### config.mk
export PLATFORM = sky130hd
export DESIGN_NAME = door_traffic_light_interlock
export DESIGN_NICKNAME = d
export VERILOG_FILES = /design/src/rtl/core/dtl_pkg.sv /design/src/rtl/core/dtl_cfg.sv /design/src/rtl/core/dtl_core.sv /design/src/rtl/core/dtl_out_buf.sv /design/src/rtl/core/door_traffic_light_interlock.sv
export SDC_FILE = /design/constraint.sdc
export NUM_CORES = 1
export LEC_CHECK = 0
export ABC_AREA = 1
export BUFFER_PORTS_ARGS = -buffer_cell sky130_fd_sc_hd__clkbuf_2
export CAP_MARGIN = 5
export CORE_MARGIN = 1
export CORE_UTILIZATION = 30
export DETAILED_ROUTE_END_ITERATION = 10
export PLACE_DENSITY = 0.4
export RECOVER_POWER = 25
export SLEW_MARGIN = 25
export SYNTH_ARGS = -nofsm -noshare
export SYNTH_HDL_FRONTEND = slang
export SYNTH_SLANG_ARGS = --single-unit
### constraint.sdc
create_clock -name clk_i -period 7.2 [get_ports clk_i]
set_clock_uncertainty 0.1 [all_clocks]
set_input_delay 0.36 -clock clk_i [delete_from_list [all_inputs] [get_ports clk_i]]
set_output_delay 0.36 -clock clk_i [all_outputs]
set_load 0.01 [all_outputs]
### src/rtl/core/dtl_pkg.sv
package dtl_pkg;

  // Field and register widths
  localparam int SECONDS_W  = 8;
  localparam int TIMER_W    = 16;
  localparam int IDLE_W     = 17;
  localparam int CFG_DATA_W = 17;
  localparam int CFG_IDX_W  = 3;

  localparam int TICKS_PER_UNIT_DEF = 150;

  localparam logic [TIMER_W-1:0] TIMER_MAX = '1;

  // Register reset values
  localparam logic [SECONDS_W-1:0] GREEN_SECONDS_RST = 8'd10;
  localparam logic [SECONDS_W-1:0] AFTER_SECONDS_RST = 8'd5;
  localparam logic                 LAMP_OFF_EN_RST   = 1'b1;
  localparam logic [IDLE_W-1:0]    IDLE_TICKS_RST    = 17'd90000;

  // Configuration register indexes
  typedef enum logic [CFG_IDX_W-1:0] {
    CFG_GREEN_IN     = 3'd0,
    CFG_GREEN_OUT    = 3'd1,
    CFG_AFTER_IN     = 3'd2,
    CFG_AFTER_OUT    = 3'd3,
    CFG_LAMP_OFF_EN  = 3'd4,
    CFG_LAMP_OFF_TCK = 3'd5
  } dtl_cfg_idx_e;

  // Red lamp codes
  localparam logic [1:0] RED_OFF   = 2'd0;
  localparam logic [1:0] RED_ON    = 2'd1;
  localparam logic [1:0] RED_FLASH = 2'd2;

  typedef struct packed {
    logic request_in;
    logic request_out;
    logic door_closed_sw;
    logic door_open_sw;
  } dtl_in_t;

  typedef struct packed {
    logic       green_in_lamp;
    logic       green_out_lamp;
    logic [1:0] red_outside_lamp;
    logic [1:0] red_inside_lamp;
    logic       open_request;
  } dtl_out_t;

  typedef struct packed {
    logic [SECONDS_W-1:0] green_in_seconds;
    logic [SECONDS_W-1:0] green_out_seconds;
    logic [SECONDS_W-1:0] after_in_seconds;
    logic [SECONDS_W-1:0] after_out_seconds;
    logic                 lamp_off_enable;
    logic [IDLE_W-1:0]    lamp_off_ticks;
  } dtl_cfg_t;

endpackage

### src/rtl/core/dtl_cfg.sv
module dtl_cfg
  import dtl_pkg::*;
(
  input  logic                  clk_i,
  input  logic                  rst_ni,
  input  logic                  cfg_we_i,
  input  logic [CFG_IDX_W-1:0]  cfg_idx_i,
  input  logic [CFG_DATA_W-1:0] cfg_wdata_i,
  output dtl_cfg_t              cfg_o
);

  dtl_cfg_t cfg_q, cfg_d;

  always_comb begin
    cfg_d = cfg_q;
    if (cfg_we_i) begin
      unique case (dtl_cfg_idx_e'(cfg_idx_i))
        CFG_GREEN_IN:     cfg_d.green_in_seconds  = cfg_wdata_i[SECONDS_W-1:0];
        CFG_GREEN_OUT:    cfg_d.green_out_seconds = cfg_wdata_i[SECONDS_W-1:0];
        CFG_AFTER_IN:     cfg_d.after_in_seconds  = cfg_wdata_i[SECONDS_W-1:0];
        CFG_AFTER_OUT:    cfg_d.after_out_seconds = cfg_wdata_i[SECONDS_W-1:0];
        CFG_LAMP_OFF_EN:  cfg_d.lamp_off_enable   = cfg_wdata_i[0];
        CFG_LAMP_OFF_TCK: cfg_d.lamp_off_ticks    = cfg_wdata_i[IDLE_W-1:0];
        default:          cfg_d = cfg_q;  // drop writes to unused indexes
      endcase
    end
  end

  always_ff @(posedge clk_i or negedge rst_ni) begin
    if (!rst_ni) begin
      cfg_q.green_in_seconds  <= GREEN_SECONDS_RST;
      cfg_q.green_out_seconds <= GREEN_SECONDS_RST;
      cfg_q.after_in_seconds  <= AFTER_SECONDS_RST;
      cfg_q.after_out_seconds <= AFTER_SECONDS_RST;
      cfg_q.lamp_off_enable   <= LAMP_OFF_EN_RST;
      cfg_q.lamp_off_ticks    <= IDLE_TICKS_RST;
    end else begin
      cfg_q <= cfg_d;
    end
  end

  assign cfg_o = cfg_q;

endmodule

### src/rtl/core/dtl_core.sv
module dtl_core
  import dtl_pkg::*;
#(
  parameter int TICKS_PER_UNIT = TICKS_PER_UNIT_DEF
) (
  input  logic     clk_i,
  input  logic     rst_ni,
  input  logic     advance_i,
  input  dtl_in_t  item_i,
  input  dtl_cfg_t cfg_i,
  output dtl_out_t result_o
);

  localparam int TPU_W  = $clog2(TICKS_PER_UNIT + 1);
  localparam int PROD_W = (SECONDS_W + TPU_W > TIMER_W) ? SECONDS_W + TPU_W : TIMER_W + 1;
  localparam logic [TPU_W-1:0] TPU = TPU_W'(TICKS_PER_UNIT);

  // seconds scaled to half-rate ticks, saturated to the timer width
  function automatic logic [TIMER_W-1:0] preset(input logic [SECONDS_W-1:0] sec);
    logic [PROD_W-1:0] prod;
    prod = PROD_W'(sec) * PROD_W'(TPU);
    return (prod > PROD_W'(TIMER_MAX)) ? TIMER_MAX : prod[TIMER_W-1:0];
  endfunction

  function automatic logic [1:0] red_code(input logic hard_on, input logic flash,
                                          input logic other_green, input logic idle_nz);
    logic [1:0] code;
    priority if (hard_on)                          code = RED_ON;
    else if (!flash && !other_green && idle_nz)    code = RED_ON;
    else if (flash && !other_green)                code = RED_FLASH;
    else                                           code = RED_OFF;
    return code;
  endfunction

  logic               tog_q, tog_d;
  logic               il_q, il_d, ol_q, ol_d, ip_q, ip_d, op_q, op_d;
  logic               gis_q, gis_d, gos_q, gos_d;
  logic [TIMER_W-1:0] gin_t_q, gin_t_d, gout_t_q, gout_t_d;
  logic [TIMER_W-1:0] ain_t_q, ain_t_d, aout_t_q, aout_t_d;
  logic [IDLE_W-1:0]  idle_q, idle_d;
  logic               flash;

  always_comb begin
    tog_d = !tog_q;

    priority if (!item_i.door_closed_sw)                  idle_d = cfg_i.lamp_off_ticks;
    else if (idle_q != '0 && cfg_i.lamp_off_enable)       idle_d = idle_q - 1'b1;
    else                                                  idle_d = idle_q;

    il_d = (item_i.request_in || il_q || ip_q) && !ol_q && (gin_t_q != '0);
    ol_d = (item_i.request_out || ol_q || op_q) && !il_d && (gout_t_q != '0);
    ip_d = ((item_i.request_in && ol_d) || ip_q) && !il_d;
    op_d = ((item_i.request_out && il_d) || op_q) && !ol_d;

    flash = (il_d || ol_d) && !item_i.door_open_sw;
    result_o.open_request = il_d || ol_d || gis_q || gos_q;

    // outbound green is decided first and seen by the inbound side
    gos_d = ol_d && item_i.door_open_sw && !gis_q && (ain_t_q == '0);
    if (gos_d && !item_i.request_out) begin
      gout_t_d = (gout_t_q != '0 && tog_d) ? gout_t_q - 1'b1 : gout_t_q;
      aout_t_d = preset(cfg_i.after_out_seconds);
    end else begin
      gout_t_d = preset(cfg_i.green_out_seconds);
      aout_t_d = (aout_t_q != '0 && tog_d) ? aout_t_q - 1'b1 : aout_t_q;
    end

    result_o.red_outside_lamp = red_code((il_d && !gos_d) || gis_q, flash, gos_d,
                                         idle_d != '0);

    gis_d = il_d && item_i.door_open_sw && !gos_d && (aout_t_d == '0);
    if (gis_d && !item_i.request_in) begin
      gin_t_d = (gin_t_q != '0 && tog_d) ? gin_t_q - 1'b1 : gin_t_q;
      ain_t_d = preset(cfg_i.after_in_seconds);
    end else begin
      gin_t_d = preset(cfg_i.green_in_seconds);
      ain_t_d = (ain_t_q != '0 && tog_d) ? ain_t_q - 1'b1 : ain_t_q;
    end

    result_o.red_inside_lamp = red_code((ol_d && !gis_d) || gos_d, flash, gis_d,
                                        idle_d != '0);

    result_o.green_in_lamp  = gis_d;
    result_o.green_out_lamp = gos_d;
  end

  always_ff @(posedge clk_i or negedge rst_ni) begin
    if (!rst_ni) begin
      tog_q    <= 1'b0;
      il_q     <= 1'b0;
      ol_q     <= 1'b0;
      ip_q     <= 1'b0;
      op_q     <= 1'b0;
      gis_q    <= 1'b0;
      gos_q    <= 1'b0;
      gin_t_q  <= '0;
      gout_t_q <= '0;
      ain_t_q  <= '0;
      aout_t_q <= '0;
      idle_q   <= IDLE_TICKS_RST;
    end else if (advance_i) begin
      tog_q    <= tog_d;
      il_q     <= il_d;
      ol_q     <= ol_d;
      ip_q     <= ip_d;
      op_q     <= op_d;
      gis_q    <= gis_d;
      gos_q    <= gos_d;
      gin_t_q  <= gin_t_d;
      gout_t_q <= gout_t_d;
      ain_t_q  <= ain_t_d;
      aout_t_q <= aout_t_d;
      idle_q   <= idle_d;
    end
  end

  a_one_green: assert property (@(posedge clk_i) disable iff (!rst_ni)
    !(gis_q && gos_q)) else $error("both green lamps on");

  a_one_latch: assert property (@(posedge clk_i) disable iff (!rst_ni)
    !(il_q && ol_q)) else $error("both directions latched");

  a_pend_excl: assert property (@(posedge clk_i) disable iff (!rst_ni)
    !(il_q && ip_q) && !(ol_q && op_q)) else $error("latched direction still pending");

  a_hold_idle: assert property (@(posedge clk_i) disable iff (!rst_ni)
    !advance_i |=> $stable(idle_q) && $stable(tog_q)) else $error("state moved without item");

endmodule

### src/rtl/core/dtl_out_buf.sv
module dtl_out_buf
  import dtl_pkg::*;
(
  input  logic     clk_i,
  input  logic     rst_ni,
  input  logic     push_i,
  input  dtl_out_t data_i,
  output logic     full_o,
  output logic     out_valid_o,
  input  logic     out_stall_i,
  output dtl_out_t out_o
);

  logic     out_valid_q, out_valid_d;
  logic     skid_valid_q, skid_valid_d;
  dtl_out_t out_q, out_d, skid_q, skid_d;
  logic     pop;

  assign pop = out_valid_q && !out_stall_i;

  always_comb begin
    out_valid_d  = out_valid_q;
    skid_valid_d = skid_valid_q;
    out_d        = out_q;
    skid_d       = skid_q;
    if (pop) begin
      if (skid_valid_q) begin
        out_d        = skid_q;
        skid_valid_d = push_i;
        skid_d       = data_i;
      end else begin
        out_valid_d = push_i;
        out_d       = data_i;
      end
    end else if (push_i) begin
      if (!out_valid_q) begin
        out_valid_d = 1'b1;
        out_d       = data_i;
      end else begin
        skid_valid_d = 1'b1;
        skid_d       = data_i;
      end
    end
  end

  always_ff @(posedge clk_i or negedge rst_ni) begin
    if (!rst_ni) begin
      out_valid_q  <= 1'b0;
      skid_valid_q <= 1'b0;
    end else begin
      out_valid_q  <= out_valid_d;
      skid_valid_q <= skid_valid_d;
    end
  end

  always_ff @(posedge clk_i) begin
    out_q  <= out_d;
    skid_q <= skid_d;
  end

  assign full_o      = skid_valid_q;
  assign out_valid_o = out_valid_q;
  assign out_o       = out_q;

  a_skid_order: assert property (@(posedge clk_i) disable iff (!rst_ni)
    skid_valid_q |-> out_valid_q) else $error("skid holds item ahead of output");

endmodule

### src/rtl/core/door_traffic_light_interlock.sv
// An accepted item waits in the input register; its result is registered in the output buffer.
// Throughput: one item per cycle while the output is not stalled; the tick
//   logic is a single pass between the input register and the output buffer.
// The two-entry output buffer lets one more item in while a result waits.
// Reset (asynchronous, active low) clears all latches and timers, loads the
//   idle timer with 90000 and the registers with their default presets.
module door_traffic_light_interlock
  import dtl_pkg::*;
#(
  parameter int TICKS_PER_UNIT = TICKS_PER_UNIT_DEF
) (
  input  logic                  clk_i,
  input  logic                  rst_ni,
  // tick items in
  input  logic                  in_valid_i,
  output logic                  in_stall_o,
  input  dtl_in_t               in_i,
  // lamp results out
  output logic                  out_valid_o,
  input  logic                  out_stall_i,
  output dtl_out_t              out_o,
  // register writes
  input  logic                  cfg_we_i,
  input  logic [CFG_IDX_W-1:0]  cfg_idx_i,
  input  logic [CFG_DATA_W-1:0] cfg_wdata_i
);

  logic     in_valid_q;
  dtl_in_t  in_q;
  logic     advance;
  logic     buf_full;
  dtl_cfg_t cfg;
  dtl_out_t result;

  // Advance the registered item through the tick logic whenever the
  // output buffer has room; the interlock state updates at the same edge.
  assign advance    = in_valid_q && !buf_full;
  assign in_stall_o = in_valid_q && !advance;

  always_ff @(posedge clk_i or negedge rst_ni) begin
    if (!rst_ni) begin
      in_valid_q <= 1'b0;
    end else if (!in_stall_o) begin
      in_valid_q <= in_valid_i;
    end
  end

  // Hold the payload while stalled; load it on every accepted item.
  always_ff @(posedge clk_i) begin
    if (in_valid_i && !in_stall_o) begin
      in_q <= in_i;
    end
  end

  dtl_cfg u_cfg (
    .clk_i       (clk_i),
    .rst_ni      (rst_ni),
    .cfg_we_i    (cfg_we_i),
    .cfg_idx_i   (cfg_idx_i),
    .cfg_wdata_i (cfg_wdata_i),
    .cfg_o       (cfg)
  );

  // Latches, pending bits, countdowns and lamp decisions for one tick.
  dtl_core #(
    .TICKS_PER_UNIT (TICKS_PER_UNIT)
  ) u_core (
    .clk_i     (clk_i),
    .rst_ni    (rst_ni),
    .advance_i (advance),
    .item_i    (in_q),
    .cfg_i     (cfg),
    .result_o  (result)
  );

  // Output register plus skid entry decouple the stall from the tick logic.
  dtl_out_buf u_out_buf (
    .clk_i       (clk_i),
    .rst_ni      (rst_ni),
    .push_i      (advance),
    .data_i      (result),
    .full_o      (buf_full),
    .out_valid_o (out_valid_o),
    .out_stall_i (out_stall_i),
    .out_o       (out_o)
  );

  a_stall_reg: assert property (@(posedge clk_i) disable iff (!rst_ni)
    in_stall_o |-> in_valid_q && buf_full) else $error("input stalled with buffer room");

endmodule

== After elaboration in Yosys (flattened, before gate mapping) ==
Cells that the tools add are included.

* Logic and storage cells: 170
* Output and inout port bits: 9
* Register bits: 159

* Reduce and logical (&&, ||, !) cells: 85
* Mux-type cells: 31
* Multiply operators: 4
* Add/sub/neg operators: 5
* Equality and inequality tests: 10

{| class="wikitable"
|+ Operator list
! cell !! number
|-
| two-way mux 16 bit || 8
|-
| nonzero test 16 bit || 4
|-
| subtractor 16 x 1 -> 16 bit, second input constant || 4
|-
| multiplier 8 x 7 -> 15 bit, second input constant || 4
|-
| two-way mux 7 bit || 8
|-
| logical AND 1 bit || 34
|-
| two-way mux 17 bit || 2
|-
| nonzero test 17 bit || 2
|-
| logical NOT 16 bit || 2
|-
| AND reduction 2 bit || 12
|-
| subtractor 17 x 1 -> 17 bit, second input constant || 1
|-
| logical NOT 1 bit || 15
|-
| two-way mux 2 bit || 6
|-
| logical OR 1 bit || 11
|-
| inequality test 2 bit, second input constant || 4
|-
| two-way mux 1 bit || 7
|-
| equality test 3 x 2 -> 1 bit, second input constant || 2
|-
| equality test 3 bit, second input constant || 2
|-
| nonzero test 2 bit || 3
|-
| equality test 3 x 1 -> 1 bit, second input constant || 1
|-
| logical NOT 3 bit || 1
|-
| AND reduction 3 bit || 1
|-
| inequality test 2 x 1 -> 1 bit, second input constant || 1
|}

== Logic depth before layout (Yosys ltp) ==
Gate-level depths: netlist of the first run.

* Word-level depth: 22
* Depth in mapped cells: 27
* Depth with buffers taken out: 26

== Modules after synthesis ==
From an unflattened synthesis of the first run, not the netlist that was laid out.

* Cell total of the unflattened synthesis: 1896
* Area, all modules: 13824.5 µm²

{| class="wikitable"
|+ By module, submodules not included
! module !! cells each !! sequential area each (µm²) !! area an instance (µm²) !! instances
|-
| dtl_core || 1603 || 2213.4 || 10956.8 || 1
|-
| dtl_cfg || 227 || 1273.7 || 2026.9 || 1
|-
| dtl_out_buf || 54 || 470.5 || 668.1 || 1
|-
| door_traffic_light_interlock || 12 || 145.1 || 172.7 || 1
|}

== Worst setup path after synthesis of the first run ==
OpenSTA, ideal clock, no wires.

* Path kind: register to register
* Start point: reg u_cfg.cfg_q (netlist bit u_cfg.cfg_o[22])
* End point: reg u_out_buf.out_q (netlist bit u_out_buf.out_o[1]), data pin
* Required time: 6.841 ns
* Data arrival time: 3.852 ns
* Slack: 2.988 ns
* Stages on the path, launching flop included: 23
* Setup time: 0.259 ns
* Clock period less this slack: 4.212 ns
* Buffers on the path: 1
* Path through: dfrtp_1 > ha_1 > ha_1 > inv_1 > fa_1 > fa_1 > inv_1 > ha_1 > nand2_1 > inv_1 > nand2_1 > nand2_1 > nand2_1 > nand3_1 > nand2_1 > nand2_1 > nand3_1 > nand2_1 > nor3_2 > buf_2 > nand2_1 > nand2_1 > a21oi_1

{| class="wikitable"
|+ RTL lines
! what !! line !! text
|-
| start, declared || dtl_cfg.sv:12 || <nowiki>dtl_cfg_t cfg_q, cfg_d;</nowiki>
|-
| start signal, assigned || dtl_cfg.sv:38 || <nowiki>cfg_q <= cfg_d;</nowiki>
|-
| end signal, assigned || dtl_out_buf.sv:57 || <nowiki>out_q <= out_d;</nowiki>
|-
| end, declared || dtl_out_buf.sv:16 || <nowiki>dtl_out_t out_q, out_d, skid_q, skid_d;</nowiki>
|}

== Final worst setup path of the first run ==
* Start point: reg u_cfg.cfg_q (netlist bit u_cfg.cfg_o[22])
* End point: reg u_core.gin_t_q[9]

* Word-level cells in the longest chain between the ends: 7
* Elaborated cells between the ends (all ways): 8
* Classes of those cells: mul: 1; eq/ne: 1; mux: 2; reduce/logical: 4

{| class="wikitable"
|+ RTL lines
! what !! line !! text
|-
| multiplier 8 x 7 -> 15 bit (*) || dtl_core.sv:21 || <nowiki>prod = PROD_W'(sec) * PROD_W'(TPU);</nowiki>
|-
| two-way mux 16 bit (*) || dtl_core.sv:60 || <nowiki>if (gos_d && !item_i.request_out) begin</nowiki>
|-
| logical NOT 16 bit (*) || dtl_core.sv:71 || <nowiki>gis_d = il_d && item_i.door_open_sw && !gos_d && (aout_t_d == '0);</nowiki>
|-
| logical AND 1 bit (*) || dtl_core.sv:71 ||
|-
| logical AND 1 bit (*) || dtl_core.sv:72 || <nowiki>if (gis_d && !item_i.request_in) begin</nowiki>
|-
| inequality test 2 bit (no source line) || - ||
|-
| AND reduction 2 bit (no source line) || - ||
|-
| end signal, assigned || dtl_core.sv:109 || <nowiki>gin_t_q <= gin_t_d;</nowiki>
|-
| end, declared || dtl_core.sv:38 || <nowiki>logic [TIMER_W-1:0] gin_t_q, gin_t_d, gout_t_q, gout_t_d;</nowiki>
|}

Every way passes the cells marked *; elsewhere a longest branch is shown, timed or not.
A chain may end at the register's enable or synchronous reset.

==> metrics.cfg, run 1 <==
[status]
status=finished, violations left
violations=max-capacitance violations, max-slew violations

[clocking]
cts_tree=yes
cts_buffers=17
insertion_delay_ps=490
cts-htree-levels=4
cts.sink_count=159
post_cts_resized=0
root_buffer=clkbuf_16
clkTransAtPathRegs_ps=70
max-clock-path-buffers=2

[logic_synthesis]
synth.distinct_cells=47
synth_seq_cells=159
synth_area_mm2=0.01371
syn_inst=1851
yosys-top-cells-count=533 x nand2_1, 253 x inv_1, 154 x ha_1
synth_area_leader_cell=dfrtp_1
synth_top_area_share_pct=20.80
ys_warn_count=0
yosysMostFrequentCell=nand2_1
post_synth.cell_area_avg_um2=7.409
synth_top_flop_cell=dfrtp_1
synthArstFlopShare_pct=88.68
ys_top_cells_by_area=dfrtp_1 21%, nand2_1 15%, ha_1 14%
synth_edf_count=18
yosysSeqAreaShare_pct=29.92
synth_nets=2062

[die]
fp.coreArea_mm2=0.04461
io_pins=38
die_area_mm2=0.04657
start_util_pct=30.74
die_x_um=215.8
die_h_um=215.8
rows=77

[timing]
relSlewSlack_pct=-187.9
hold_viol_final=0
tightest_slew_ps=4318
hold_slack_ps=82.77
fin_setup_tns_ps=0
rsz0062_at_grt=false
max_clock_freq_mhz=195.9
period_share_pct=70.92
slew_violations=75
min_period_ps=5106
finalSetupViolCount=0

[finish]
nNetsFinal=2096
n_antenna_cell=0
syn2layout_area_growth_pct=10.67
instances_no_fill=2490
final_util_pct=34.02
drive_gt1_share_pct=7.956
final_cell_area_mm2=0.01518

[routing]
route.detailed.drc=0
viasPerCell=4.669
num_vias=11630
drt.antenna.violating_nets=0
wl_per_cell_um=15.68
firstDrtPassIters=6
wl_um=39050
drt_iter0_markers=760

[power_and_ir_drop]
switching_power_mw=3.421
p_leak_nw=7.966
combPwrFrac_pct=61.9
switching_share_pct=51.85
ir_drop_mv=0.1513
clockPowerShare_pct=13.6
power_density_mw_per_mm2=434.8
pwr-share-seq_pct=24.4
internal_power_mw=3.177

[worst_setup_path]
start_kind=register
crit_top_cell=nand2_1
endpoint_kind=register
required_ps=7470
crit_type=reg -> reg
cp_max_fo=17
reg2reg_depth=25
cp_num_cells=25
cp_top_family=simple AND/OR/NAND/NOR gates
worstPathArrival_ps=5370
path_buf_inv=3
reg2reg_to=u_core.gin_t_q[9]
rrSetupSlack_ps=2090
slowest_stage=fa_1
r2r_start=u_cfg.cfg_o[22]
critPathMaxStageDelay_ps=510

[worst_hold_path]
worstHoldEndpoint=u_out_buf.out_valid_o
hp-start=out_stall_i
holdPathStages=3
min_path_type=in -> reg

[place]
hpwl_um=29200
place_area_mm2=0.01449
portBuffers=37
dp_cells=2443
place_congestion=0.8191

[global_route]
grt_pass1_wl_um=64150
gr-usage-all-layers_pct=17.81
grt-ovfl-total=0
grt_pass1_vias=11540
grt_max_degree=75
grt_antenna_before_repair=2

[job]
cap_violations=1

==> routing by layer <==
metal	vias up	share of wire (%)	global-route usage [%]
met2	170	42	26.76
met1	5379	53	25.65
met3	42	2.9	2.946
met5	-	0	0
li1	6035	-	-
met4	0	2.1	6.005
==> tightest hold or removal path, stage by stage <==
cell      delay (ps)
clkbuf_2         100
o21ai_0          110
nand2_1           70
==> logic make-up (layout without fill, tap and decap cells) <==
kind of cell	count (synthesis)	in the layout	synth area share, %
AND/OR/NAND/NOR	892	892	28.29
buffers and inverters	304	351	8.732
AO/OA/AOI/OAI	216	216	8.476
adder cells (fa/ha/maj)	182	182	18.14
flip-flops	159	159	29.92
XOR/XNOR	88	88	5.620
multiplexers	10	10	0.8212
==> placed cells by master, fill, tap and decap left out, types with 17 or more instances in the layout <==
cell and n:
dfrtp_1 114, fa_1 28, inv_1 253, xor2_1 63, a21oi_1 57, nand4_1 40, ha_1 154, nor2_1 151
clkbuf_2 34, nand2_1 532, dfstp_2 26, xnor2_1 25, clkbuf_16 17, edfxtp_1 18, nand3_1 104, o21ai_0 125
==> worst max-delay path by stage <==
stage | from | endpoint | slack, ps
global route | u_cfg.cfg_o[22] | u_core.gin_t_q[6] | 1620
global placement | u_cfg.cfg_o[22] | u_core.gin_t_q[14] | 2210
detailed placement | u_cfg.cfg_o[22] | u_core.gin_t_q[8] | 2070
floorplan | u_cfg.cfg_o[22] | u_out_buf.out_o[1] | 2990
finish | u_cfg.cfg_o[22] | u_core.gin_t_q[9] | 2090
CTS | u_cfg.cfg_o[22] | u_core.gin_t_q[4] | 2050
==> stage by stage <==
step	total power, mW	setup WS, ps
global placement	5.718	2213
floorplan	4.646	2988
CTS	6.686	2052
finish	6.598	2094
global route	7.368	1616
detailed placement	5.708	2067
==> power by group through the flow <==
stage               sequential (mW)  combinational, mW  clock, mW
CTS                            1.62               4.13      0.939
global route                   1.67               4.72      0.973
global placement               1.63               4.09          0
finish                         1.61               4.09      0.898
floorplan                      1.52               3.13          0
detailed placement             1.63               4.08          0
==> timing repair <==
action | 4_1_cts | 5_1_grt
buffers inserted | 0 | 0
hold buffers | 15 | 0
hold endpoints to repair | 78 | 0
==> state kept, by name, indices dropped and copies added, names as in the netlist, 7 cells and up <==
register and flops:
u_out_buf.out_o 7, u_core.aout_t_q 16, u_core.ain_t_q 16, u_out_buf.skid_q 7, u_core.gin_t_q 16, u_cfg.cfg_o 50
u_core.idle_q 17, u_core.gout_t_q 16
==> layout make-up <==
class	instances	area (um2)
clock inverter	12	100.1
clock buffer	20	446.7
fill	4839	29430
timing repair buffer	59	387.9
inverter	260	975.9
sequential	159	4103
multi-input combinational	1388	8422
tap	592	740.7
No activity file was read; power rests on OpenSTA's default activity.
==> run 2, diff against run 1 <==
==> constraint.sdc (replaced) <==
create_clock -name clk_i -period 4.79 [get_ports clk_i]
set_clock_uncertainty 0.1 [all_clocks]
set_input_delay 0.2395 -clock clk_i [delete_from_list [all_inputs] [get_ports clk_i]]
set_output_delay 0.2395 -clock clk_i [all_outputs]
set_load 0.01 [all_outputs]
==> run 2 against run 1 <==
- the flow still finishes with violations (max-capacitance violations, max-slew violations)
- first-iteration DRC count is 1.7% lower
- largest cell class unchanged
- critical path type unchanged
- non-clock buffer count is 18 higher
- sequential power is 50% higher
- highest routed layer unchanged
==> metrics.cfg, run 2 (synthesis results as in run 1) <==
[status]
violations=max-capacitance violations, max-slew violations
status=finished, violations left

[worst_setup_path]
rrSetupSlack_ps=320
start_kind=register
r2r_start=u_cfg.cfg_o[22]
endpoint_kind=register
crit_type=reg -> reg
cp_max_fo=10
reg2reg_depth=25
reg2reg_to=u_core.gin_t_q[6]
cp-endpoint=u_core.gin_t_q[6]
worstPathArrival_ps=4780
crit_start=u_cfg.cfg_o[22]
required_ps=5100

[global_route]
grt_pass1_vias=11620
grt_antenna_before_repair=2
grt-ovfl-total=0
grt_max_degree=74
gr-usage-all-layers_pct=17.72
grt_pass1_wl_um=64050

[die]
start_util_pct=30.74
io_pins=38
die_h_um=215.8
die_x_um=215.8
rows=77
fp.coreArea_mm2=0.04461
die_area_mm2=0.04657

[clocking]
max-clock-path-buffers=2
clkTransAtPathRegs_ps=80
cts.sink_count=159
cts_buffers=17
root_buffer=clkbuf_16
insertion_delay_ps=490
cts-htree-levels=4
cts_tree=yes

[power_and_ir_drop]
ir_drop_mv=0.2716
p_leak_nw=8.088
power_density_mw_per_mm2=650.5
finalPower_mw=10.04

[finish]
drive_gt1_share_pct=9.186
largest_reg_flops=50
final_util_pct=34.60
final_common_cell=nand2_1
final.fill_count=4820
syn2layout_area_growth_pct=12.55
multiInputGateArea_mm2=0.008441
layout_common_cells=529 x nand2_1, 253 x inv_1, 153 x ha_1, 150 x nor2_1, 125 x o21ai_0
ff_latch_area_mm2=0.004104
nNetsFinal=2114

[routing]
wl_per_cell_um=15.55
drt.antenna.violating_nets=0
route.detailed.drc=0
wl_um=39020
viasPerCell=4.608
firstDrtPassIters=5
drt_iter0_markers=747
num_vias=11560

[place]
hpwl_um=29670
place_congestion=0.8167
portBuffers=37

[timing]
min_period_ps=4465
slew_violations=74
max_clock_freq_mhz=223.9
relSlewSlack_pct=-40.83
finalSetupViolCount=0
period_share_pct=93.22
tightest_slew_ps=2113
hold_viol_final=0

[worst_hold_path]
min_path_type=in -> reg
hp-start=cfg_wdata_i[5]

[job]
cap_violations=1

[run 2: cell types whose count changed in the layout (fill, tap and decap cells not counted), moves of 4 or more]
cell,change
inv_8,+7
dlygate4sd3_1,+4
inv_6,-7
buf_4,+12
[run 2: critical path, stage by stage, from the launching register on]
cell	delay, ps
dfrtp_2	440
ha_1	300
ha_1	270
inv_1	50
fa_1	490
fa_1	510
inv_1	40
ha_2	310
nand2_1	120
inv_1	60
nand2_1	70
nand2_1	50
nand2_1	80
nand3_1	90
nand2_1	70
nand2_1	60
nand3_1	110
nand2_2	110
a21oi_2	150
nand2_2	110
nor2_8	180
nand3_4	90
nand2_4	150
buf_6	180
nand3_1	80
nand2_1	100
[run 2: power breakdown]
group	total [mW]	internal (mW)	switching, mW	leakage (nW)
clock network	1.45	0.753	0.699	0.300
logic	6.17	2.23	3.94	5.90
registers	2.42	1.91	0.504	1.89
[run 2: area by class of cell]
type	instances	area share, %
Antenna cell	1	0.01621
Tap cell	592	4.799
Clock inverter	15	1.240
Timing Repair Buffer	77	3.591
Multi-Input combinational cell	1388	54.69
Inverter	260	6.323
Sequential cell	159	26.59
Clock buffer	17	2.756
[run 2: metal layers]
| metal | GRT usage, % | wire (um) | vias up | share of wire, % |
|---|---|---|---|---|
| li1 | - | - | 6077 | - |
| met1 | 25.58 | 20680 | 5307 | 53 |
| met2 | 26.77 | 16620 | 140 | 43 |
| met3 | 2.932 | 1060 | 37 | 2.7 |
| met4 | 5.485 | 671 | 0 | 1.7 |
| met5 | 0 | 0 | - | 0 |
[run 2: worst min-delay path by stage]
stage,endpoint,slack [ps],cells past startpoint
after floorplan,in_valid_q,-160,0
after global placement,u_core.aout_t_q[1],260,1
after detailed placement,u_core.aout_t_q[1],260,1
after CTS,u_cfg.cfg_o[5],100,3
after global routing,u_cfg.cfg_o[33],130,3
final,u_cfg.cfg_o[5],140,3
[run 2: per-stage QoR]
step           instances  setup slack [ps]  hold WS [ps]  instance area (um2)  TNS [ps]
2_1_floorplan       1851             578.2        -156.1                13710         0
3_3_place_gp        2456             252.1         255.7                14580         0
3_5_place_dp        2456             202.8         256.5                14580         0
4_1_cts             2507             157.2         103.5                15380         0
5_1_grt             2508            -1.448         134.9                15430    -1.448
6_report            2509             324.7         143.7                15430         0
[run 2: repair_timing]
action                                  CTS  global route
hold buffers                             19             0
endpoints found under the hold margin    78             0
buffers inserted                          0             1
gates resized for setup                   0            11
endpoints found under the setup margin    0            32
==> run 3, diff against run 2 <==
--- a/config.mk
+++ b/config.mk
@@ -11,7 +11,7 @@
 export CORE_MARGIN = 1
 export CORE_UTILIZATION = 30
 export DETAILED_ROUTE_END_ITERATION = 10
-export PLACE_DENSITY = 0.4
+export PLACE_DENSITY = 0.47
 export RECOVER_POWER = 25
 export SLEW_MARGIN = 25
 export SYNTH_ARGS = -nofsm -noshare
==> run 3 against run 2 <==
- the run now ends clean
- design area down 0.20%
- clock power fell by 6%
- core utilization decreased by 0.070 points
- global-route usage decreased by 1.2 points
- combinational power about the same
- fmax is 1.5% higher
- via count is 1.7% higher
- sequential share of layout area is 0.054 points higher
==> metrics.cfg, run 3 (synthesis results as in run 1) <==
[power_and_ir_drop]
ir_drop_mv=0.3127
internal_power_mw=4.931
switching_power_mw=5.006
p_leak_nw=8.055
pwr-share-seq_pct=24.3
power_density_mw_per_mm2=645.1
combPwrFrac_pct=62.0
finalPower_mw=9.937
switching_share_pct=50.38
clockPowerShare_pct=13.7

[timing]
rsz0062_at_grt=false
hold_viol_final=0
fin_setup_tns_ps=0
relSlewSlack_pct=38.97
finalSetupViolCount=0
period_share_pct=91.81
max_clock_freq_mhz=227.4
fin_ws_ps=392.2
slew_violations=0
hold_slack_ps=66.16
tightest_slew_ps=912.1
min_period_ps=4398

[routing]
wl_per_cell_um=14.50
num_vias=11750
wl_um=36330
route.detailed.drc=0
drt_iter0_markers=643
firstDrtPassIters=5
viasPerCell=4.691
drt.antenna.violating_nets=0

[global_route]
grt_antenna_before_repair=0
gr-usage-all-layers_pct=16.49
grt_pass1_wl_um=61150
grt_pass1_vias=11760
grt-ovfl-total=0
grt_max_degree=77

[worst_setup_path]
worstPathCellList=ha_1, ha_1, inv_1, fa_1, fa_1, inv_1, ha_4, nand2_1, nor2_1, nand3_1, nand4_1, nand2_1, nand3_1, nand2_1, inv_1, nand4_4, nor2_8, nand3_4, buf_8, nand2_1, nand2_1, nand2_1, nand2_1
critPathMaxStageDelay_ps=510
slowest_stage=fa_1
crit_type=reg -> reg
endpoint_kind=register
start_kind=register
cp_top_family=adder cells
required_ps=5040
cp_max_fo=12
path_buf_inv=4
crit_top_cell=nand2_1
worstPathArrival_ps=4650

[die]
die_h_um=215.8
start_util_pct=30.74
fp.coreArea_mm2=0.04461
die_area_mm2=0.04657
die_x_um=215.8
io_pins=38
rows=77

[place]
dp_cells=2451
hpwl_um=28060
portBuffers=37
place_congestion=0.8378
place_ws_ps=262.5

[clocking]
max-clock-path-buffers=2
cts_buffers=17
clkTransAtPathRegs_ps=60
cts.sink_count=159
cts_tree=yes
insertion_delay_ps=460
root_buffer=clkbuf_16
cts-htree-levels=4

[finish]
final_common_cell=nand2_1
nNetsFinal=2110
largest_reg_flops=50
drive_gt1_share_pct=8.891
syn2layout_area_growth_pct=12.33
final.fill_count=4781
instances_no_fill=2505
layout_common_cells=530 x nand2_1, 253 x inv_1, 153 x ha_1, 151 x nor2_1, 125 x o21ai_0

[status]
status=finished clean

[worst_hold_path]
min_path_type=in -> reg

[job]
cap_violations=0

## run 3: changes by cell type in the layout (fill, tap and decap cells not counted), moves of 2 or more
cell,change
buf_4,-4
clkbuf_1,+2
clkinv_2,+4
clkinv_8,-3
clkinvlp_4,+3
inv_8,-7
nand2_2,-2
## run 3: layout make-up
type / instances / area [um2] / share of cell area (%)
clock inverters: 10 / 113.9 / 0.7392
clock buffers: 22 / 454.2 / 2.949
diodes: 1 / 2.502 / 0.01625
repair buffers: 73 / 543.0 / 3.525
flip-flops and latches: 159 / 4104 / 26.64
inverters: 260 / 977.2 / 6.344
multi-input cells: 1388 / 8468 / 54.98
well taps: 592 / 740.7 / 4.809
## run 3: power by group through the flow
stage	registers [mW]	logic, mW	clock network (mW)
after floorplan	2.28	4.70	0
after global placement	2.44	6.08	0
final	2.42	6.16	1.36
after global routing	2.50	7.16	1.46
after detailed placement	2.44	6.10	0
after CTS	2.42	6.17	1.40
## run 3: worst paths after layout
check | from | to | slack, ps | cells after the start
setup / recovery | u_cfg.cfg_o[22] | u_core.ain_t_q[2] | 390 | 23
hold / removal | cfg_idx_i[0] | u_cfg.cfg_o[17] | 70 | 4
setup reg to reg | u_cfg.cfg_o[22] | u_core.ain_t_q[2] | 390 | 23
hold reg to reg | u_cfg.cfg_o[6] | u_cfg.cfg_o[6] | 380 | 2
max in group asynchronous | rst_ni | u_core.gin_t_q[13] | 3450 | 3
min in group asynchronous | rst_ni | u_core.idle_q[5] | 290 | 2
## run 3: per-stage QoR
step	util, %	area (um2)
floorplan	-	13710
global placement	32.62	14550
detailed placement	32.62	14550
CTS	34.30	15300
global route	34.53	15400
finish	34.53	15400
## run 3: worst register-to-register path, delay by kind of cell, from the launching register on
kind / cells / cell delay [ps]
adders and majority gates: 5 / 1850
buffers and inverters: 4 / 460
DFF: 1 / 440
and+or+nand+nor: 14 / 1450
## run 3: routing by layer
layer | vias to the layer above | share of wire [%] | track usage [%]
met5 | - | 0 | 0
met4 | 0 | 1.8 | 4.894
met3 | 30 | 3.2 | 2.565
met2 | 178 | 45 | 26.55
met1 | 5489 | 50 | 22.62
li1 | 6055 | - | -
## run 3: what timing repair did
item	4_1_cts	5_1_grt
endpoints found under the setup margin	0	31
buffers inserted	0	3
resized for setup	0	11
hold buffers	18	0
endpoints found under the hold margin	78	0
